<file path="src/hw/rtl/yuv2rgb_pkg.sv">
// Shared types, register codes and color constants for the YUV 4:2:0 to RGB converter.
// No dependencies; imported by every module of the block.
package yuv2rgb_pkg;

  // Default size limits
  localparam int DEF_MAX_WIDTH  = 2048;
  localparam int DEF_MAX_HEIGHT = 2048;

  // Config register codes and widths
  localparam int CFG_IDX_W = 2;
  localparam int CFG_W     = 12;
  localparam logic [CFG_IDX_W-1:0] REG_WIDTH  = 2'd0;
  localparam logic [CFG_IDX_W-1:0] REG_HEIGHT = 2'd1;
  localparam logic [CFG_IDX_W-1:0] REG_FLIP   = 2'd2;

  localparam logic [CFG_W-1:0] RST_WIDTH  = 12'd640;
  localparam logic [CFG_W-1:0] RST_HEIGHT = 12'd480;

  // Width used for size compares (holds any limit up to 8192 plus one)
  localparam int SZ_W = 14;

  // Output field widths
  localparam int PIX_W = 8;
  localparam int IDX_W = 22;

  // BT.709 video-range coefficients, scaled by 65536
  localparam logic signed [18:0] K_Y  = 19'sd76309;
  localparam logic signed [18:0] K_RV = 19'sd117489;
  localparam logic signed [18:0] K_GU = 19'sd13975;
  localparam logic signed [18:0] K_GV = 19'sd34925;
  localparam logic signed [18:0] K_BU = 19'sd138438;
  localparam logic signed [8:0]  Y_OFS = 9'sd16;
  localparam logic signed [8:0]  C_OFS = 9'sd128;

  // Stage load enables of the pixel pipeline
  typedef struct packed {
    logic ld1;
    logic ld2;
    logic ld3;
  } pipe_ctl_t;

endpackage

</file>
<file path="src/hw/rtl/yuv2rgb_seq.sv">
// Config registers and raster position counters of the YUV to RGB converter.
// Depends on yuv2rgb_pkg.
module yuv2rgb_seq #(
  parameter int MAX_WIDTH  = yuv2rgb_pkg::DEF_MAX_WIDTH,
  parameter int MAX_HEIGHT = yuv2rgb_pkg::DEF_MAX_HEIGHT
) (
  input  logic                                  clk,
  input  logic                                  rst,
  input  logic                                  cfg_we,
  input  logic [yuv2rgb_pkg::CFG_IDX_W-1:0]     cfg_index,
  input  logic [yuv2rgb_pkg::CFG_W-1:0]         cfg_data,
  input  logic                                  chroma_fire,
  input  logic                                  luma_fire,
  output logic [yuv2rgb_pkg::CFG_W-1:0]         w_eff,
  output logic [$clog2(MAX_WIDTH/2)-1:0]        store_waddr,
  output logic [$clog2(MAX_WIDTH/2)-1:0]        store_raddr,
  output logic [$clog2(MAX_WIDTH)-1:0]          col,
  output logic [$clog2(MAX_HEIGHT)-1:0]         orow,
  output logic                                  last
);
  import yuv2rgb_pkg::*;

  localparam int CW = $clog2(MAX_WIDTH);
  localparam int RW = $clog2(MAX_HEIGHT);
  localparam int AW = $clog2(MAX_WIDTH/2);

  logic [CFG_W-1:0] width_reg;
  logic [CFG_W-1:0] height_reg;
  logic             flip;
  logic [RW-1:0]    row;
  logic [AW-1:0]    ccol;

  logic [CFG_W-1:0] h_eff;
  logic [SZ_W-1:0]  w_ext, h_ext, col_p1, row_p1, ccol_p1, orow_flip;

  // Clamp to 2..limit and force even
  function automatic logic [CFG_W-1:0] eff_size(input logic [CFG_W-1:0] r,
                                                input logic [SZ_W-1:0] maxv);
    logic [SZ_W-1:0] s;
    s = SZ_W'(r);
    if (s > maxv) s = maxv;
    if (s < SZ_W'(2)) s = SZ_W'(2);
    s[0] = 1'b0;
    return s[CFG_W-1:0];
  endfunction

  assign w_eff = eff_size(width_reg, SZ_W'(MAX_WIDTH));
  assign h_eff = eff_size(height_reg, SZ_W'(MAX_HEIGHT));
  assign w_ext = SZ_W'(w_eff);
  assign h_ext = SZ_W'(h_eff);

  assign col_p1    = SZ_W'(col) + SZ_W'(1);
  assign row_p1    = SZ_W'(row) + SZ_W'(1);
  assign ccol_p1   = SZ_W'(ccol) + SZ_W'(1);
  assign orow_flip = h_ext - SZ_W'(1) - SZ_W'(row);

  // Per-item tag of the current luma position
  assign orow        = flip ? orow_flip[RW-1:0] : row;
  assign last        = (SZ_W'(col) == w_ext - SZ_W'(1)) && (SZ_W'(row) == h_ext - SZ_W'(1));
  assign store_waddr = ccol;
  assign store_raddr = col[AW:1];

  // Config registers and counters; a size write restarts the frame
  always_ff @(posedge clk) begin
    if (rst) begin
      width_reg  <= RST_WIDTH;
      height_reg <= RST_HEIGHT;
      flip       <= 1'b1;
      col        <= '0;
      row        <= '0;
      ccol       <= '0;
    end else if (cfg_we) begin
      unique case (cfg_index)
        REG_WIDTH: begin
          width_reg <= cfg_data;
          col       <= '0;
          row       <= '0;
          ccol      <= '0;
        end
        REG_HEIGHT: begin
          height_reg <= cfg_data;
          col        <= '0;
          row        <= '0;
          ccol       <= '0;
        end
        REG_FLIP: flip <= cfg_data[0];
        default: ;
      endcase
    end else begin
      if (chroma_fire) begin
        ccol <= (ccol_p1 >= SZ_W'(w_eff >> 1)) ? '0 : ccol_p1[AW-1:0];
      end
      if (luma_fire) begin
        if (col_p1 >= w_ext) begin
          col <= '0;
          row <= (row_p1 >= h_ext) ? '0 : row_p1[RW-1:0];
        end else begin
          col <= col_p1[CW-1:0];
        end
      end
    end
  end

endmodule

</file>
<file path="config.mk">
export PLATFORM = sky130hd
export DESIGN_NAME = yuv2rgb_seq
export DESIGN_NICKNAME = d
export VERILOG_FILES = /design/src/hw/rtl/yuv2rgb_pkg.sv /design/src/hw/rtl/yuv2rgb_seq.sv
export SDC_FILE = /design/constraint.sdc
export NUM_CORES = 1
export LEC_CHECK = 0
export ABC_AREA = 1
export BUFFER_PORTS_ARGS = -buffer_cell sky130_fd_sc_hd__buf_2
export CORE_UTILIZATION = 35
export CTS_BUF_LIST = sky130_fd_sc_hd__clkbuf_8
export CTS_CLUSTER_SIZE = 28
export DETAILED_ROUTE_END_ITERATION = 12
export PLACE_DENSITY_LB_ADDON = 0.1
export SYNTH_ARGS = -nofsm -noshare
export SYNTH_HDL_FRONTEND = slang
export SYNTH_SLANG_ARGS = --single-unit
</file>
<file path="constraint.sdc">
create_clock -name clk -period 7.24 [get_ports clk]
set_input_delay 1.448 -clock clk [delete_from_list [all_inputs] [get_ports clk]]
set_output_delay 1.448 -clock clk [all_outputs]
set_load 0.01 [all_outputs]
</file>
======== Yosys cells after proc, flatten, opt, wreduce, memory -nomap -nowiden ========
Cells that the tools add are included.
operators by class
  $add $sub $neg .......................... 6
  $lt $le $gt $ge ......................... 7
  equal/unequal tests ..................... 5
  mux-type cells .......................... 17
  reduce and logical (&&, ||, !) cells .... 12
operators with widths
  kind                     number
  $mux W11                 9
  $mux W12                 4
  $mux W10                 4
  $eq A11 B14 Y1           2
  $lt A14 B2 Y1 const B    2
  $sub A12 B1 Y13 const B  2
  $add A11 B1 Y12 const B  2
  $ge A12 B12 Y1           2
  $gt A12 B12 Y1 const B   2
  $add A10 B1 Y11 const B  1
  $ge A11 B11 Y1           1
  $sub A11 B11 Y11         1
  $reduce_and A2 Y1        5
  $reduce_bool A2 Y1       3
  $reduce_and A3 Y1        1
  $eq A2 B1 Y1 const B     1
  $eq A2 B2 Y1 const B     1
  $logic_not A2 Y1         1
  $ne A2 B2 Y1 const B     1
  $reduce_or A2 Y1         1
  $logic_and A1 B1 Y1      1
storage, ports and cells
  register bits after elaboration ......... 57
  input bits .............................. 19
  output and inout port bits .............. 55
  word-level logic and storage cells ...... 53

======== Depth between registers and ports, before layout ========
  word-level depth ........................ 9
  gate-level depth with buffers ........... 27
  gate-level depth less buffers ........... 26

======== Worst setup path after synthesis ========
Ideal clock, no wire load.
  kind .................................... flip-flop to output port
  start point ............................. register height_reg[2]
  end point ............................... output port orow[7]
  data arrival time ....................... 3,015 ps
  data required time ...................... 5,792 ps
  path slack .............................. 2,777 ps
  stages on the path, launching flop included .. 21
  path buffers ............................ 1
  path through ............................ dfxtp_1 -> inv_2 -> nand2_1 -> nor3_1 -> nand2_1 -> nand2_2 -> buf_6 -> o21ai_0 -> nand4_2 -> nand2_1 -> inv_1 -> ha_1 -> inv_1 -> ha_1 -> a21oi_1 -> o21ai_0 -> or2_2 -> a21oi_1 -> o21ai_0 -> xor2_1 -> o21ai_0
between the ends
  cells in the longest elaborated chain, start to end .. 7
ends and longest elaborated chain
  element                 RTL line           RTL
  start, declared         yuv2rgb_seq.sv:28  logic [CFG_W-1:0] height_reg;
  start signal, assigned  yuv2rgb_seq.sv:81  height_reg <= cfg_data;
  $gt A12 B12 Y1          yuv2rgb_seq.sv:41  if (s > maxv) s = maxv;
  $mux W12 *              yuv2rgb_seq.sv:41
  $lt A14 B2 Y1           yuv2rgb_seq.sv:42  if (s < SZ_W'(2)) s = SZ_W'(2);
  $mux W12 *              yuv2rgb_seq.sv:42
  $sub A12 B1 Y13 *       -
  $sub A11 B11 Y11 *      yuv2rgb_seq.sv:55  assign orow_flip = h_ext - SZ_W'(1) - SZ_W'(row);
  $mux W11 *              yuv2rgb_seq.sv:58  assign orow = flip ? orow_flip[RW-1:0] : row;
  end, declared           yuv2rgb_seq.sv:18  output logic [$clog2(MAX_HEIGHT)-1:0] orow,
Every way passes the cells marked *; elsewhere a longest branch is shown, timed or not.

======== Final worst setup path ========
  start point ............................. register height_reg[6]
  end point ............................... output port orow[10]
The elaborated chain is that of the path after synthesis.

==> flow_summary.toml <==
[sta]
hold_slack_ns = 0.4795
tns_ns = 0
period_share_pct = 74.82
maxClockFrequency_ghz = 0.1846
slew_headroom_pct = 22.75
final_hold_viol_count = 0
setup_viol = 0
rsz0062_at_grt = "no"
finalCriticalPeriod_ns = 5.417
drv_slew = 0
fin_skew_ns = 0.009424
worstMarginPinSlew_ns = 1.153

[logic_synthesis]
synthTopCellsByCount = "130 x nand2_1, 95 x inv_1, 67 x a21oi_1"
yosysTopAreaCellShare_pct = 23.33
synth_compound_area_share_pct = 16.12
synth_top_family_by_area = "simple AND/OR/NAND/NOR gates"
synth_fa_ha_area_share_pct = 12.28
yosys.area_share.simple_pct = 28.75
synthFlopType = "dfxtp_1"
synth_edf_count = 0
ys_seq_area_share_pct = 23.33
synth_area_leaders = "dfxtp_1 23%, ha_1 12%, nand2_1 10%, xor2_1 7.3%, inv_1 7.3%"
ys_ff_latch = 57
synth_cell_types = 44
synthMostInstantiatedCell = "nand2_1"
synthesis.nets = 806
synthCells = 739
yosysWarnings = 0
synth_xor_xnor_area_share_pct = 7.879
async_flop_share_pct = 0
muxShareOfSynthArea_pct = 0
syn_area_per_cell_um2 = 6.618
netlist_area_um2 = 4891
synth_top_cell_by_area = "dfxtp_1"

[cells_and_area]
antennaDiodeCount = 0
final_nets = 860
area_growth_pct = 13.23
drive_above_1_share_pct = 16.17

[routing]
dr_wl_met2_um = 5910
top_layer_used = "met4"
drtPass1Iterations = 5
met1Wirelength_um = 7616
vias = 4910
drt-total-wl_um = 14500
drt_drc_violations_left = 0
route.antenna.remaining_nets = 0
drtIter0Drc = 381
drt-wirelength-per-cell_um = 14.89
via_per_inst = 5.041
route.met3.wl_um = 688

[critical_path]
path_class = "flop to output port"
cp-end-kind = "output port"
r2r_start = "row[0]"
r2r_setup_slack_ns = 3.62
crit_path_start_kind = "flop"
r2r_cells = 15
arrival_ns = 3.97
worst_ep_required_time_ns = 5.79
worst-path-max-fanout = 11
r2r_end = "row[5]"

[clock_network]
cts_max_level = 3
cts_resized = 0
cts_tree = "done"
postCtsSetupBuffers = 0
cts_root_buf = "clkbuf_8"
clkSinkCount = 57
clkTransAtPathRegs_ns = 0.07
hold_buffers = 0
cts-buffers-inserted = 9
clockBufferDepth = 2
clock_latency_ns = 0.35

[flow_run]
drv_cap = 0

[global_route]
grt_pass1_wl_um = 23300
grt_max_degree = 36
grt_antenna_before_repair = 0
track_usage_pct = 20.70
grt_pass1_vias = 4493
grt-ovfl-total = 0

[run_status]
outcome = "complete, no violations"

[placed_design]
dp_hpwl_um = 11340
port_buffers = 72
place.gp.congestion = 0.9345

[die]
core_area_um2 = 13450
rows = 42
initial_core_util_pct = 36.36
dieArea_um2 = 14450
die_h_um = 120.2
ioPinCount = 74
chipWidth_um = 120.2

[pwr]
peakVddDrop_uv = 97.00
power.density_nw_per_um2 = 176.9
leakagePower_uw = 0.002716

[worst_hold_path]
hold_end = "height_reg[1]"
hp-start = "height_reg[1]"
min_delay_path_depth = 2
hp-class = "flop to flop"
## critical path, cell delays in order, from the launching register on
cell and delay, ns:
dfxtp_1 0.35, nor2_1 0.11, nand2_1 0.06, nor2_1 0.10, nand2_1 0.07, nand2_2 0.18
nand2_1 0.20, nand4_2 0.16, nand2_1 0.11, inv_1 0.12, ha_1 0.15, inv_1 0.06
nor2_2 0.17, xnor2_1 0.10, ha_1 0.34, nand2_1 0.08, nor2_1 0.09, nand2_1 0.05
nand3_1 0.11, a21oi_1 0.08, o21ai_0 0.22, nand2_1 0.11, nand2_1 0.07, a21oi_1 0.06
or2_1 0.22, nand3_2 0.07, o21ai_2 0.06, buf_2 0.15
## per-layer routing
layer,vias up,GRT usage [%]
li1,2528,-
met3,23,2.972
met1,2225,30.84
met4,0,7.716
met5,-,0
met2,134,29.81
## cell type report
class	count	area (µm²)
Sequential cell	57	1141
Inverter	106	397.9
Tap cell	176	220.2
Multi-Input combinational cell	546	3184
Fill cell	1497	7915
Clock inverter	6	88.84
Clock buffer	10	137.6
Timing Repair Buffer	73	367.9
## per-stage QoR
stage | setup slack, ns | std cells | total power (µW) | util [%] | instance area, µm²
after floorplan | 2.777 | 739 | 544.8 | - | 4891
after global placement | 2.276 | 958 | 626.8 | 39.48 | 5311
after detailed placement | 2.187 | 958 | 628.6 | 39.48 | 5311
after CTS | 1.782 | 974 | 987.0 | 41.16 | 5538
after global routing | 1.346 | 974 | 1040 | 41.16 | 5538
final | 1.823 | 974 | 979.5 | 41.16 | 5538
## worst max-delay path by stage
stage	start	to	slack, ns	cells past startpoint
after floorplan	height_reg[2]	orow[7]	2.78	20
after global placement	height_reg[6]	last	2.28	24
after detailed placement	height_reg[2]	last	2.19	24
after CTS	height_reg[2]	last	1.78	24
after global routing	height_reg[6]	last	1.35	24
final	height_reg[6]	orow[10]	1.82	27
## placed cells by master (no fill, tap or decap), drive strengths merged, types with 3 or more instances in the layout
| cell type | instances |
|---|---|
| o21ai | 66 |
| nor2 | 66 |
| buf | 73 |
| dfxtp | 57 |
| o31ai | 3 |
| xor2 | 41 |
| nand3 | 65 |
| clkinv | 4 |
| or2 | 3 |
| inv | 104 |
| a21oi | 67 |
| ha | 48 |
| nand4 | 12 |
| nor3 | 15 |
| o211ai | 3 |
| a31oi | 3 |
| xnor2 | 3 |
| clkbuf | 10 |
| nand2 | 140 |
## cells by family (layout without fill, tap and decap cells)
logic type	Yosys count	count (layout)
xor+xnor	44	44
buf+inv	136	195
other cells	1	1
compound gates	147	147
simple gates	306	306
flops	57	57
fa+ha+maj	48	48
## power by group
| group | switching, µW | leakage [µW] | internal [µW] |
|---|---|---|---|
| Sequential | 16.4 | 0.000465 | 326 |
| Clock | 152 | 0.000109 | 204 |
| Combinational | 180 | 0.00214 | 101 |
| Total | 349 | 0.00272 | 631 |
No activity file was read; power rests on OpenSTA's default activity.
