==> config.mk <==
export PLATFORM = sky130hd
export DESIGN_NAME = yuv2rgb_pixel_pipe
export DESIGN_NICKNAME = d
export VERILOG_FILES = /design/src/hw/rtl/yuv2rgb_pkg.sv /design/src/hw/rtl/yuv2rgb_pixel_pipe.sv
export SDC_FILE = /design/constraint.sdc
export NUM_CORES = 1
export LEC_CHECK = 0
export BUFFER_PORTS_ARGS = -buffer_cell sky130_fd_sc_hd__buf_2
export CAP_MARGIN = 30
export CORE_MARGIN = 2
export CORE_UTILIZATION = 55
export DETAILED_ROUTE_END_ITERATION = 6
export PLACE_DENSITY_LB_ADDON = 0.1
export SKIP_CTS_REPAIR_TIMING = 1
export SYNTH_ARGS = -nofsm -noshare
export SYNTH_HDL_FRONTEND = slang
export SYNTH_SLANG_ARGS = --single-unit
export TNS_END_PERCENT = 1
==> constraint.sdc <==
create_clock -name clk -period 7.8 [get_ports clk]
set_clock_uncertainty 0.2 [all_clocks]
set_input_delay 0.39 -clock clk [delete_from_list [all_inputs] [get_ports clk]]
set_output_delay 0.39 -clock clk [all_outputs]
set_load 0.005 [all_outputs]
==> src/hw/rtl/yuv2rgb_pkg.sv <==
// Shared types, register codes and color constants for the YUV 4:2:0 to RGB converter.
// No dependencies; imported by every module of the block.
package yuv2rgb_pkg;

  // Default size limits
  localparam int DEF_MAX_WIDTH  = 2048;
  localparam int DEF_MAX_HEIGHT = 2048;

  // Config register codes and widths
  localparam int CFG_IDX_W = 2;
  localparam int CFG_W     = 12;
  localparam logic [CFG_IDX_W-1:0] REG_WIDTH  = 2'd0;
  localparam logic [CFG_IDX_W-1:0] REG_HEIGHT = 2'd1;
  localparam logic [CFG_IDX_W-1:0] REG_FLIP   = 2'd2;

  localparam logic [CFG_W-1:0] RST_WIDTH  = 12'd640;
  localparam logic [CFG_W-1:0] RST_HEIGHT = 12'd480;

  // Width used for size compares (holds any limit up to 8192 plus one)
  localparam int SZ_W = 14;

  // Output field widths
  localparam int PIX_W = 8;
  localparam int IDX_W = 22;

  // BT.709 video-range coefficients, scaled by 65536
  localparam logic signed [18:0] K_Y  = 19'sd76309;
  localparam logic signed [18:0] K_RV = 19'sd117489;
  localparam logic signed [18:0] K_GU = 19'sd13975;
  localparam logic signed [18:0] K_GV = 19'sd34925;
  localparam logic signed [18:0] K_BU = 19'sd138438;
  localparam logic signed [8:0]  Y_OFS = 9'sd16;
  localparam logic signed [8:0]  C_OFS = 9'sd128;

  // Stage load enables of the pixel pipeline
  typedef struct packed {
    logic ld1;
    logic ld2;
    logic ld3;
  } pipe_ctl_t;

endpackage

==> src/hw/rtl/yuv2rgb_pixel_pipe.sv <==
// Pixel pipeline: stage valids, coefficient multiplies, sum, clip and output index.
// Depends on yuv2rgb_pkg.
module yuv2rgb_pixel_pipe #(
  parameter int MAX_WIDTH  = yuv2rgb_pkg::DEF_MAX_WIDTH,
  parameter int MAX_HEIGHT = yuv2rgb_pkg::DEF_MAX_HEIGHT
) (
  input  logic                                  clk,
  input  logic                                  rst,
  input  logic                                  luma_fire,
  input  logic [7:0]                            luma,
  input  logic [$clog2(MAX_WIDTH)-1:0]          col,
  input  logic [$clog2(MAX_HEIGHT)-1:0]         orow,
  input  logic                                  last,
  input  logic [yuv2rgb_pkg::CFG_W-1:0]         w_eff,
  input  logic [15:0]                           pair,
  input  logic                                  out_ready,
  output yuv2rgb_pkg::pipe_ctl_t                ctl,
  output logic                                  out_valid,
  output logic [yuv2rgb_pkg::PIX_W-1:0]         red,
  output logic [yuv2rgb_pkg::PIX_W-1:0]         green,
  output logic [yuv2rgb_pkg::PIX_W-1:0]         blue,
  output logic [yuv2rgb_pkg::IDX_W-1:0]         pixel_index,
  output logic                                  last_pixel
);
  import yuv2rgb_pkg::*;

  localparam int CW = $clog2(MAX_WIDTH);
  localparam int RW = $clog2(MAX_HEIGHT);
  localparam int PW = RW + CFG_W;

  logic v1, v2;

  // Stage 1 payload
  logic [7:0]    y1;
  logic [CW-1:0] col1;
  logic [RW-1:0] orow1;
  logic          last1;

  // Stage 2 payload
  logic signed [27:0] py, prv, pgu, pgv, pbu;
  logic [PW-1:0]      pidx;
  logic [CW-1:0]      col2;
  logic               last2;

  logic signed [8:0]  ys, us, vs;
  logic signed [29:0] r_sum, g_sum, b_sum;

  // Saturate (sum >> 16) to 0..255
  function automatic logic [PIX_W-1:0] clip8(input logic signed [29:0] s);
    if (s[29]) return '0;
    if (|s[28:24]) return '1;
    return s[23:16];
  endfunction

  // Stage enables: a stage loads when it is empty or the next one loads
  assign ctl.ld3 = !out_valid || out_ready;
  assign ctl.ld2 = !v2 || ctl.ld3;
  assign ctl.ld1 = !v1 || ctl.ld2;

  always_ff @(posedge clk) begin
    if (rst) begin
      v1        <= 1'b0;
      v2        <= 1'b0;
      out_valid <= 1'b0;
    end else begin
      if (ctl.ld1) v1 <= luma_fire;
      if (ctl.ld2) v2 <= v1;
      if (ctl.ld3) out_valid <= v2;
    end
  end

  // Stage 1: capture sample and position; line store read lands alongside
  always_ff @(posedge clk) begin
    if (ctl.ld1) begin
      y1    <= luma;
      col1  <= col;
      orow1 <= orow;
      last1 <= last;
    end
  end

  assign ys = signed'({1'b0, y1}) - Y_OFS;
  assign us = signed'({1'b0, pair[7:0]}) - C_OFS;
  assign vs = signed'({1'b0, pair[15:8]}) - C_OFS;

  // Stage 2: coefficient products and row offset
  always_ff @(posedge clk) begin
    if (ctl.ld2) begin
      py    <= 28'(ys) * 28'(K_Y);
      prv   <= 28'(vs) * 28'(K_RV);
      pgu   <= 28'(us) * 28'(K_GU);
      pgv   <= 28'(vs) * 28'(K_GV);
      pbu   <= 28'(us) * 28'(K_BU);
      pidx  <= PW'(orow1) * PW'(w_eff);
      col2  <= col1;
      last2 <= last1;
    end
  end

  assign r_sum = 30'(py) + 30'(prv);
  assign g_sum = 30'(py) - 30'(pgu) - 30'(pgv);
  assign b_sum = 30'(py) + 30'(pbu);

  // Stage 3: sum, clip, output register
  always_ff @(posedge clk) begin
    if (ctl.ld3) begin
      red         <= clip8(r_sum);
      green       <= clip8(g_sum);
      blue        <= clip8(b_sum);
      pixel_index <= IDX_W'(pidx + PW'(col2));
      last_pixel  <= last2;
    end
  end

endmodule

**After elaboration in Yosys (flattened, before gate mapping)**

Cells that the tools add are included.

- Output and inout port bits: 51
- Register bits after elaboration: 246
- Word-level logic and storage cells: 70

- Multipliers: 6
- Reductions and logical operators: 9
- Mux-type cells: 27
- Add/subtract/negate cells: 8

Operators by type and width:

| kind | count |
|---|---|
| 8-bit 2-to-1 mux | 12 |
| 9-bit by 18-bit multiplier with 27-bit output (second input constant) | 3 |
| 27-bit by 28-bit adder with 29-bit output | 1 |
| 28-bit by 26-bit subtractor with 29-bit output | 1 |
| 27-bit by 27-bit adder with 28-bit output | 1 |
| 27-bit by 24-bit subtractor with 28-bit output | 1 |
| 9-bit by 17-bit multiplier with 26-bit output (second input constant) | 1 |
| 9-bit by 15-bit multiplier with 24-bit output (second input constant) | 1 |
| 22-bit by 11-bit adder with 22-bit output | 1 |
| 11-bit by 12-bit multiplier with 22-bit output | 1 |
| 8-bit by 8-bit subtractor with 9-bit output (second input constant) | 2 |
| 1-bit 2-to-1 mux | 15 |
| 5-bit OR reduction | 3 |
| 8-bit by 5-bit subtractor with 9-bit output (second input constant) | 1 |
| 1-bit logical NOT | 3 |
| 1-bit logical OR | 3 |

**Logic depth before layout (Yosys ltp)**

Gate-level depths: netlist (run 1).

- Word-level depth: 8
- Gate-level depth with buffers: 22
- Gate-level depth less buffers: 22

**Worst setup path before layout (run 1)**

No wires, ideal clock.

- Kind: input-to-reg
- Start point: input port pair[7]
- End point: register pbu[25], data pin
- Path slack: 2.368 ns
- Cell stages on the path: 19
- Arrival time: 4.970 ns
- Required time: 7.338 ns
- Cells stage by stage: clkinv_1 > ha_1 > inv_1 > ha_1 > inv_1 > fa_1 > fa_1 > inv_1 > ha_1 > ha_1 > o21a_1 > o21ai_0 > nor2b_1 > a211o_1 > a211oi_1 > o221ai_1 > nand2b_1 > a21boi_1 > xor2_1

- Word-level cells in the longest chain between the ends: 2

RTL lines:

| item | line | RTL |
|---|---|---|
| start, declared | yuv2rgb_pixel_pipe.sv:15 | `input logic [15:0] pair,` |
| 8-bit by 8-bit subtractor with 9-bit output | yuv2rgb_pixel_pipe.sv:83 | `assign us = signed'({1'b0, pair[7:0]}) - C_OFS;` |
| 9-bit by 18-bit multiplier with 27-bit output | yuv2rgb_pixel_pipe.sv:93 | `pbu <= 28'(us) * 28'(K_BU);` |
| end signal, assigned | yuv2rgb_pixel_pipe.sv:93 |  |
| end, declared | yuv2rgb_pixel_pipe.sv:40 | `logic signed [27:0] py, prv, pgu, pgv, pbu;` |

Every way passes these cells.
A chain may end at the register's enable or synchronous reset.

**Final worst setup path (run 1)**

- Start point: input port pair[9]
- End point: register pgv[20], data pin

- Word-level cells in the longest chain between the ends: 2

RTL lines:

| item | line | RTL |
|---|---|---|
| 8-bit by 8-bit subtractor with 9-bit output | yuv2rgb_pixel_pipe.sv:84 | `assign vs = signed'({1'b0, pair[15:8]}) - C_OFS;` |
| 9-bit by 17-bit multiplier with 26-bit output | yuv2rgb_pixel_pipe.sv:92 | `pgv <= 28'(vs) * 28'(K_GV);` |
| end signal, assigned | yuv2rgb_pixel_pipe.sv:92 |  |
| end, declared | yuv2rgb_pixel_pipe.sv:40 |  |

Every way passes these cells.

==> run_results.csv, run 1 <==
group,metric,value,unit
die,start_util,55.8,%
power,cellPowerDensity,388,nW/um^2
global_route,grt_max_degree,96,
layout,syn_to_final_growth,10.1,%
synthesis,synth_cells,2494,
sta,fmax,0.172,GHz
setup_path,critPathKind,"in -> reg",
synthesis,synth_cell_types,74,
synthesis,synthTopCellsByCount,"ha_1, inv_1, fa_1, edfxtp_1, nand2_1",
synthesis,synth_area_leader_cell,"edfxtp_1",
layout,seq_area,7240,um^2
synthesis,synth_top_cell_area_share,26.9,%
sta,rsz0062_at_grt,"no",
synthesis,synth_area_leaders,"edfxtp_1, ha_1, fa_1, inv_1, xnor2_1",
die,die_w,224,um
die,num_io_pins,114,
routing,dr.pass1.iters,5,
routing,drt-vias-per-instance,5.49,
clocking,root_buffer,"clkbuf_16",
layout,final_area,29400,um^2
sta,report.final.slew_viol_count,0,
global_route,grt_pass1_vias,18549,
die,dieArea,50200,um^2
placement,place.gp.congestion,0.904,
run_status,status,"finished, final reports clean",
global_route,grt_overflow,0,
routing,antenna_left,0,
sta,setup_viol,0,
placement,placed_cells,3200,
sta,hold_violations,0,
routing,wl_per_cell,18.4,um
synthesis,synth_edf_count,239,
global_route,antenna_found_initial,2,
power,combPwrFrac,64.6,%
setup_path,worstPathRequired,7.92,ns
power,power.leakage,14.7,nW
clocking,clkTransAtPathRegs,0.06,ns
clocking,clockBufferDepth,3,
setup_path,endpoint_kind,"flop",
power,sequentialPowerShare,22.5,%
setup_path,worstSetupStartpointType,"input port",
global_route,grtUsageTotal,24.8,%
die,die_height,224,um
synthesis,ys_warn_count,0,
layout,multi_input_area,17600,um^2
sta,period_share,74.7,%
sta,tightest_slew,0.977,ns
synthesis,syn_nets,3320,
clocking,cts-htree-levels,1,
power,ir_drop,0.233,mV
clocking,cts.sinks,242,
synthesis,yosysSeqAreaShare,27.2,%
synthesis,avgSynthCellArea,10.7,um^2
synthesis,synth-seq-cells,242,
layout,fin_util,61.5,%
synthesis,yosysMostFrequentCell,"ha_1",
clocking,cts_buffers,30,
layout,fin_nets,3480,
sta,slew_headroom,34.9,%
clocking,insertion_delay,0.61,ns
power,internal_power,0.00625,W
sta,tns,0,ns
synthesis,synth_area,26700,um^2
layout,drive_gt1_share,7.77,%
layout,fin_cells,3294,
die,fp-row-count,80,
min_path,worst_hold_path_type,"in -> reg",
power,p_clk_share,12.9,%
sta,holdWs,0.0183,ns
power,switching_power,0.00514,W
placement,hpwl,50100,um
routing,drtIter0Drc,1093,
die,design.core.area,47700,um^2
setup_path,arrival,5.94,ns
clocking,tritoncts,"built",
routing,drt_wl_total,60700,um
sta,period_minus_slack,5.83,ns
routing,drc,0,
placement,dpl-instance-area,27900,um^2
job,max-cap-violations,0,
global_route,grt_pass1_wl,97900,um
layout,fillers,3909,
placement,numPortBuffers,113,
synthesis,synth-async-reset-ratio,0,%
setup_path,path_max_fanout,7,
power,p_sw_share,45.1,%
synthesis,ys.flop_type,"edfxtp_1",
routing,vias,18082,
## placed cells by master, fill, tap and decap left out, types with 9 or more instances in the layout
master / n
and3_1: 21
clkbuf_16: 30
nor3_1: 28
nor2_1: 82
nand4_1: 13
dlygate4sd3_1: 37
inv_1: 462
a211oi_1: 13
nand2b_1: 13
xnor2_1: 110
nor2b_1: 21
o21a_1: 26
nand2_1: 145
and2_1: 64
or2_2: 15
edfxtp_1: 239
a31oi_1: 10
or3_1: 14
o21ai_0: 47
a21oi_1: 135
buf_2: 113
nand3_1: 21
nor4_1: 9
o21ai_1: 9
ha_1: 518
xor2_1: 43
fa_1: 245
a21o_1: 42
o21bai_1: 19
## registers in the layout (all words and copies together) (netlist names), 8 cells and up
register	count
py	27
col2	11
blue	8
pgv	24
col1	11
pixel_index	22
pbu	25
red	8
orow1	11
green	8
prv	27
pidx	22
y1	8
pgu	24
## critical path: stages
cell           delay, ns
dlygate4sd3_1       0.52
buf_2               0.20
inv_1               0.17
ha_1                0.31
inv_1               0.08
fa_1                0.51
inv_1               0.06
fa_1                0.45
fa_1                0.52
inv_1               0.05
fa_1                0.43
ha_1                0.33
a21o_1              0.20
a21oi_1             0.22
nor2b_1             0.07
o21a_1              0.19
o41ai_1             0.48
o21ai_1             0.22
a31oi_1             0.28
o21ai_1             0.12
xor2_1              0.15
## area by class of cell
type                            instances  area share, %
Tap cell                              615           2.62
Sequential cell                       242           24.6
Multi-Input combinational cell       1761           59.9
Clock buffer                           31           2.57
Timing Repair Buffer                  154           3.33
Antenna cell                            1        0.00852
Inverter                              465           5.96
Clock inverter                         25          0.997
## per-stage QoR
| step | power [W] | setup slack (ns) |
|---|---|---|
| 6_report | 0.0114 | 1.97 |
| 5_1_grt | 0.0125 | 1.54 |
| 4_1_cts | 0.0114 | 2.03 |
| 3_5_place_dp | 0.00987 | 1.93 |
| 3_3_place_gp | 0.00974 | 2.05 |
| 2_1_floorplan | 0.00791 | 2.37 |
## cells by family (layout without fill, tap and decap cells)
kind of cell | count (synthesis) | count (layout) | share of synthesized area, %
muxes | 2 | 2 | 0.0751
xor gates and xnor gates | 153 | 153 | 5.03
DFF | 242 | 242 | 27.2
and+or+nand+nor | 455 | 455 | 8.37
adders and majority gates | 763 | 763 | 42.7
buffers and inverters | 491 | 675 | 6.91
AOI/OAI and AO/OA | 388 | 388 | 9.75
other | 0 | 1 | 0
## power by group through the flow
stage / clock [W] / combinational [W] / sequential, W
finish: 0.00147 / 0.00736 / 0.00256
CTS: 0.00150 / 0.00738 / 0.00257
floorplan: 0 / 0.00552 / 0.00240
global placement: 0 / 0.00716 / 0.00258
global route: 0.00154 / 0.00835 / 0.00260
detailed placement: 0 / 0.00728 / 0.00259
## metal layers
layer,vias to the layer above,wire length [um],GRT usage [%]
li1,8801,-,-
met1,8790,28200,35.0
met2,384,27900,39.9
met3,103,2750,3.38
met4,4,1840,8.02
met5,-,31,0
## final timing paths
kind,end,cells after the start,from,slack [ns]
hold / removal,pgu[0],1,pair[0],0.02
hold reg to reg,col2[7],0,col1[7],0.22
setup reg to reg,py[25],20,y1[4],2.04
setup / recovery,pgv[20],21,pair[9],1.97
(Power assumes the default switching activity.)
==> run 2, diff against run 1 <==
==> constraint.sdc (replaced) <==
create_clock -name clk -period 5.9 [get_ports clk]
set_clock_uncertainty 0.2 [all_clocks]
set_input_delay 0.295 -clock clk [delete_from_list [all_inputs] [get_ports clk]]
set_output_delay 0.295 -clock clk [all_outputs]
set_load 0.005 [all_outputs]
==> run_results.csv, run 2 (synthesized netlist as in run 1, its figures left out) <==
group,metric,value,unit
global_route,grtUsageTotal,25.1,%
placement,hpwl,51000,um
die,dieArea,50200,um^2
clocking,clkTransAtPathRegs,0.05,ns
clocking,cts-htree-levels,1,
setup_path,critPathKind,"in -> reg",
setup_path,cp_common_cell,"ha_1",
placement,numPortBuffers,113,
clocking,clockBufferDepth,3,
setup_path,slowest_stage,"dlygate4sd3_1",
die,num_io_pins,114,
placement,placed_cells,3216,
global_route,grt_max_degree,65,
routing,dr.pass1.iters,7,
routing,vias,18057,
clocking,insertion_delay,0.60,ns
placement,place.gp.congestion,0.909,
routing,drtIter0Drc,984,
setup_path,worstSetupPathDepth,20,
sta,period_share,95.1,%
sta,period_minus_slack,5.61,ns
power,cellPowerDensity,513,nW/um^2
clocking,cts_buffers,29,
job,max-cap-violations,0,
layout,syn_to_final_growth,10.6,%
die,die_height,224,um
clocking,root_buffer,"clkbuf_16",
placement,post-place-ws,0.155,ns
sta,tightest_slew,0.836,ns
layout,antenna_cells,0,
layout,fin_cells,3309,
sta,tns,0,ns
die,fp-row-count,80,
setup_path,endpoint_kind,"flop",
setup_path,path_max_fanout,9,
setup_path,crit_chain,"dlygate4sd3_1 > buf_2 > ha_1 > fa_1 > ha_1 > inv_1 > fa_1 > inv_1 > ha_1 > ha_1 > fa_1 > a21o_1 > a21oi_1 > nor2b_1 > o21a_1 > o41ai_1 > o21ai_1 > a31oi_1 > o21ai_1 > xor2_1",
global_route,grt_pass1_wl,98700,um
run_status,violations,"DRC",
die,start_util,55.8,%
sta,setup_ws,0.290,ns
global_route,grt_pass1_vias,18807,
sta,report.final.slew_viol_count,0,
global_route,grt_overflow,0,
setup_path,max_stage_delay,0.53,ns
routing,antenna_left,0,
setup_path,critPathTopFamily,"adder cells",
routing,drc,1,
sta,fmax,0.178,GHz
run_status,status,"complete, but fails checks",
routing,drt_wl_total,61700,um
die,design.core.area,47700,um^2
clocking,cts.sinks,242,
sta,slew_headroom,44.3,%
routing,wl_per_cell,18.6,um
setup_path,arrival,5.72,ns
sta,holdWs,0.0329,ns
setup_path,reg2regPathDepth,14,
min_path,worst_hold_path_type,"in -> reg",
layout,fin_util,61.7,%
die,die_w,224,um
routing,drt-vias-per-instance,5.46,
setup_path,worstPathRequired,6.01,ns
sta,hold_violations,0,
layout,layout_commonest_cell,"ha_1",
layout,fin_nets,3498,
layout,mostFrequentLayoutCells,"ha_1, inv_1, fa_1",
min_path,hold_depth,2,
setup_path,worstSetupStartpointType,"input port",
sta,rsz0062_at_grt,"no",
global_route,antenna_found_initial,0,
setup_path,cp.buffers_inverters,4,
layout,fillers,3944,
power,power.leakage,14.8,nW
power,ir_drop,0.329,mV
sta,setup_viol,0,
clocking,tritoncts,"built",
layout,reg.largest.list,"prv x27, py x27, pbu x25",
layout,drive_gt1_share,8.24,%
==> run 2: changes by cell type in the layout (fill, tap and decap cells not counted), moves of 2 or more <==
cell	change
buf_4	+17
clkbuf_1	+3
clkinv_1	-2
dlygate4sd3_1	+3
inv_6	-3
o21ai_0	-2
o21ai_1	+2
==> run 2: worst register-to-register path, stage by stage (launching register included) <==
cell       delay (ns)
edfxtp_1         0.43
nor3_1           0.24
xor2_1           0.45
ha_1             0.42
fa_1             0.61
fa_1             0.45
fa_1             0.49
ha_1             0.31
ha_1             0.24
or3_1            0.35
a211oi_1         0.31
nor3_1           0.15
a2111oi_4        0.39
o21ai_1          0.15
xor2_1           0.16
==> run 2: area by class of cell <==
class / instances / area [um^2] / share of cell area (%)
Timing Repair Buffer: 173 / 1120 / 3.79
Inverter: 465 / 1750 / 5.94
Sequential cell: 242 / 7240 / 24.6
Tap cell: 615 / 769 / 2.61
Multi-Input combinational cell: 1761 / 17600 / 59.7
Clock buffer: 33 / 741 / 2.51
Clock inverter: 20 / 273 / 0.925
==> run 2: layer usage <==
metal | global-route usage (%) | wire, um
met1 | 35.1 | 28500
met2 | 41.4 | 28900
met3 | 2.90 | 2470
met4 | 6.90 | 1700
met5 | 0 | 0
==> run 2: final timing paths <==
path	start	end	slack [ns]
hold / removal	pair[12]	prv[4]	0.03
hold reg to reg	col1[7]	col2[7]	0.22
setup / recovery	pair[8]	pgv[20]	0.29
setup reg to reg	y1[6]	py[25]	0.32
==> run 2: power by group <==
group          leakage [nW]  switching, W  internal, W  total (W)
Clock                 0.491      0.000751      0.00117    0.00192
Sequential             2.56      0.000438      0.00292    0.00335
Combinational          11.7       0.00562      0.00423    0.00985
Total                  14.8       0.00681      0.00831     0.0151
==> run 2: per-stage QoR <==
stage | area (um^2) | total power [W]
floorplan | 26700 | 0.0105
global placement | 28000 | 0.0129
detailed placement | 28000 | 0.0131
CTS | 29100 | 0.0152
global route | 29500 | 0.0166
finish | 29500 | 0.0151
==> run 3, diff against run 2 <==
--- a/config.mk
+++ b/config.mk
@@ -10,7 +10,7 @@
 export CORE_MARGIN = 2
 export CORE_UTILIZATION = 55
 export DETAILED_ROUTE_END_ITERATION = 6
-export PLACE_DENSITY_LB_ADDON = 0.1
+export PLACE_DENSITY = 0.72
 export SKIP_CTS_REPAIR_TIMING = 1
 export SYNTH_ARGS = -nofsm -noshare
 export SYNTH_HDL_FRONTEND = slang
==> run_results.csv, run 3 (synthesized netlist as in run 1, its figures left out) <==
group,metric,value,unit
setup_path,max_stage_delay,0.56,ns
sta,tightest_slew,0.816,ns
power,cellPowerDensity,504,nW/um^2
routing,drt-vias-per-instance,5.53,
setup_path,path_max_fanout,12,
placement,place.gp.congestion,0.897,
global_route,grt_overflow,0,
min_path,holdPathEnd,"pidx[0]",
die,dieArea,50200,um^2
routing,vias,18289,
setup_path,r2r_end,"pidx[21]",
placement,numPortBuffers,113,
clocking,cts.sinks,242,
sta,period_share,95.4,%
layout,syn_to_final_growth,10.5,%
placement,hpwl,50400,um
layout,reg.largest.list,"prv x27, py x27, pbu x25",
routing,wl_per_cell,18.4,um
layout,fillers,3860,
sta,fmax,0.178,GHz
clocking,cts-htree-levels,1,
clocking,root_buffer,"clkbuf_16",
global_route,grt_pass1_wl,98000,um
setup_path,worstPathRequired,6.01,ns
min_path,worst_hold_path_type,"in -> reg",
setup_path,crit_chain,"and2_1 > fa_1 > inv_1 > fa_1 > inv_1 > fa_1 > fa_1 > inv_1 > fa_1 > inv_1 > ha_1 > nand3_1 > a21oi_1 > o31ai_2 > o21ai_0 > and4_1 > nor3_1",
sta,setup_ws,0.270,ns
layout,drive_gt1_share,8.14,%
global_route,antenna_found_initial,0,
clocking,tritoncts,"built",
setup_path,worstSetupStartpointType,"flop",
setup_path,endpoint_kind,"flop",
setup_path,critPathTopFamily,"adder cells",
setup_path,critPathKind,"reg -> reg",
setup_path,slowest_stage,"edfxtp_1",
layout,seq_area,7240,um^2
setup_path,cp.buffers_inverters,4,
routing,drc,0,
routing,drtIter0Drc,862,
clocking,cts_buffers,30,
setup_path,r2r_slack,0.27,ns
die,fp-row-count,80,
layout,multi_input_area,17600,um^2
job,max-cap-violations,0,
layout,mostFrequentLayoutCells,"ha_1, inv_1, fa_1",
run_status,status,"finished, final reports clean",
setup_path,r2r_start,"orow1[6]",
layout,layout_commonest_cell,"ha_1",
sta,rsz0062_at_grt,"yes",
sta,hold_violations,0,
die,num_io_pins,114,
layout,fin_util,61.7,%
die,die_w,224,um
min_path,hold_depth,2,
clocking,insertion_delay,0.60,ns
sta,tns,0,ns
global_route,grtUsageTotal,24.7,%
setup_path,arrival,5.74,ns
global_route,grt_pass1_vias,18871,
sta,period_minus_slack,5.63,ns
sta,setup_viol,0,
die,start_util,55.8,%
setup_path,cp_common_cell,"fa_1",
power,ir_drop,0.337,mV
routing,antenna_left,0,
clocking,clockBufferDepth,3,
placement,post-place-ws,0.0961,ns
global_route,grt_max_degree,111,
sta,slew_headroom,44.9,%
power,power.leakage,14.8,nW
routing,drt_wl_total,60700,um
layout,fin_nets,3495,
clocking,clkTransAtPathRegs,0.06,ns
setup_path,reg2regPathDepth,17,
sta,report.final.slew_viol_count,0,
die,die_height,224,um
routing,dr.pass1.iters,5,
min_path,min_from,"w_eff[0]",
die,design.core.area,47700,um^2
==> run 3: changes by cell type in the layout (fill, tap and decap cells not counted), moves of 3 or more <==
| cell | change |
|---|---|
| clkinv_4 | +4 |
| inv_6 | +3 |
| bufinv_16 | -4 |
| clkinv_1 | +3 |
| buf_4 | -6 |
| clkinv_2 | -5 |
==> run 3: cell type report <==
cell class	count	area share (%)
well taps	615	2.61
multi-input cells	1761	59.8
diodes	1	0.00850
flip-flops and latches	242	24.6
clock inverters	21	0.667
repair buffers	169	3.80
inverters	465	5.95
clock buffers	34	2.60
==> run 3: worst max-delay path by stage <==
stage             start       end  depth (start not counted)  slack (ns)
5_1_grt           y1[4]    py[25]                         21      -0.005
2_1_floorplan   pair[7]   pbu[25]                         19        0.56
6_report       orow1[6]  pidx[21]                         17        0.27
3_3_place_gp      y1[4]    py[25]                         15        0.10
4_1_cts           y1[4]    py[25]                         15         0.1
3_5_place_dp      y1[4]    py[25]                         15         0.1
==> run 3: worst reg2reg max path: stages, from the launching register on <==
cell and delay [ns]:
edfxtp_1 0.56, and2_1 0.26, fa_1 0.51, inv_1 0.05
fa_1 0.48, inv_1 0.05, fa_1 0.50, fa_1 0.54
inv_1 0.05, fa_1 0.52, inv_1 0.04, ha_1 0.36
nand3_1 0.12, a21oi_1 0.27, o31ai_2 0.16, o21ai_0 0.39
and4_1 0.25, nor3_1 0.06
==> run 3: through the flow <==
stage	cell area (um^2)	std cells	hold WS (ns)	power (W)
2_1_floorplan	26700	2494	0.167	0.0105
6_report	29400	3308	0.0128	0.0148
3_5_place_dp	28000	3211	0.208	0.0129
4_1_cts	29000	3266	-0.337	0.0149
3_3_place_gp	28000	3210	0.202	0.0126
5_1_grt	29400	3307	0.00226	0.0163
==> run 3: per-layer routing <==
metal,up-vias,GRT usage (%),part of all wire [%],wire (um)
li1,8805,-,-,-
met1,8975,32.2,44,26600
met2,407,43.8,50,30100
met3,102,2.94,4.1,2470
met4,0,6.06,2.5,1550
met5,-,0,0,0
==> run 3: power by group <==
part / internal, W / leakage, nW / switching, W
sequential: 0.00292 / 2.56 / 0.000431
clock: 0.00103 / 0.460 / 0.000767
combinational: 0.00422 / 11.7 / 0.00548
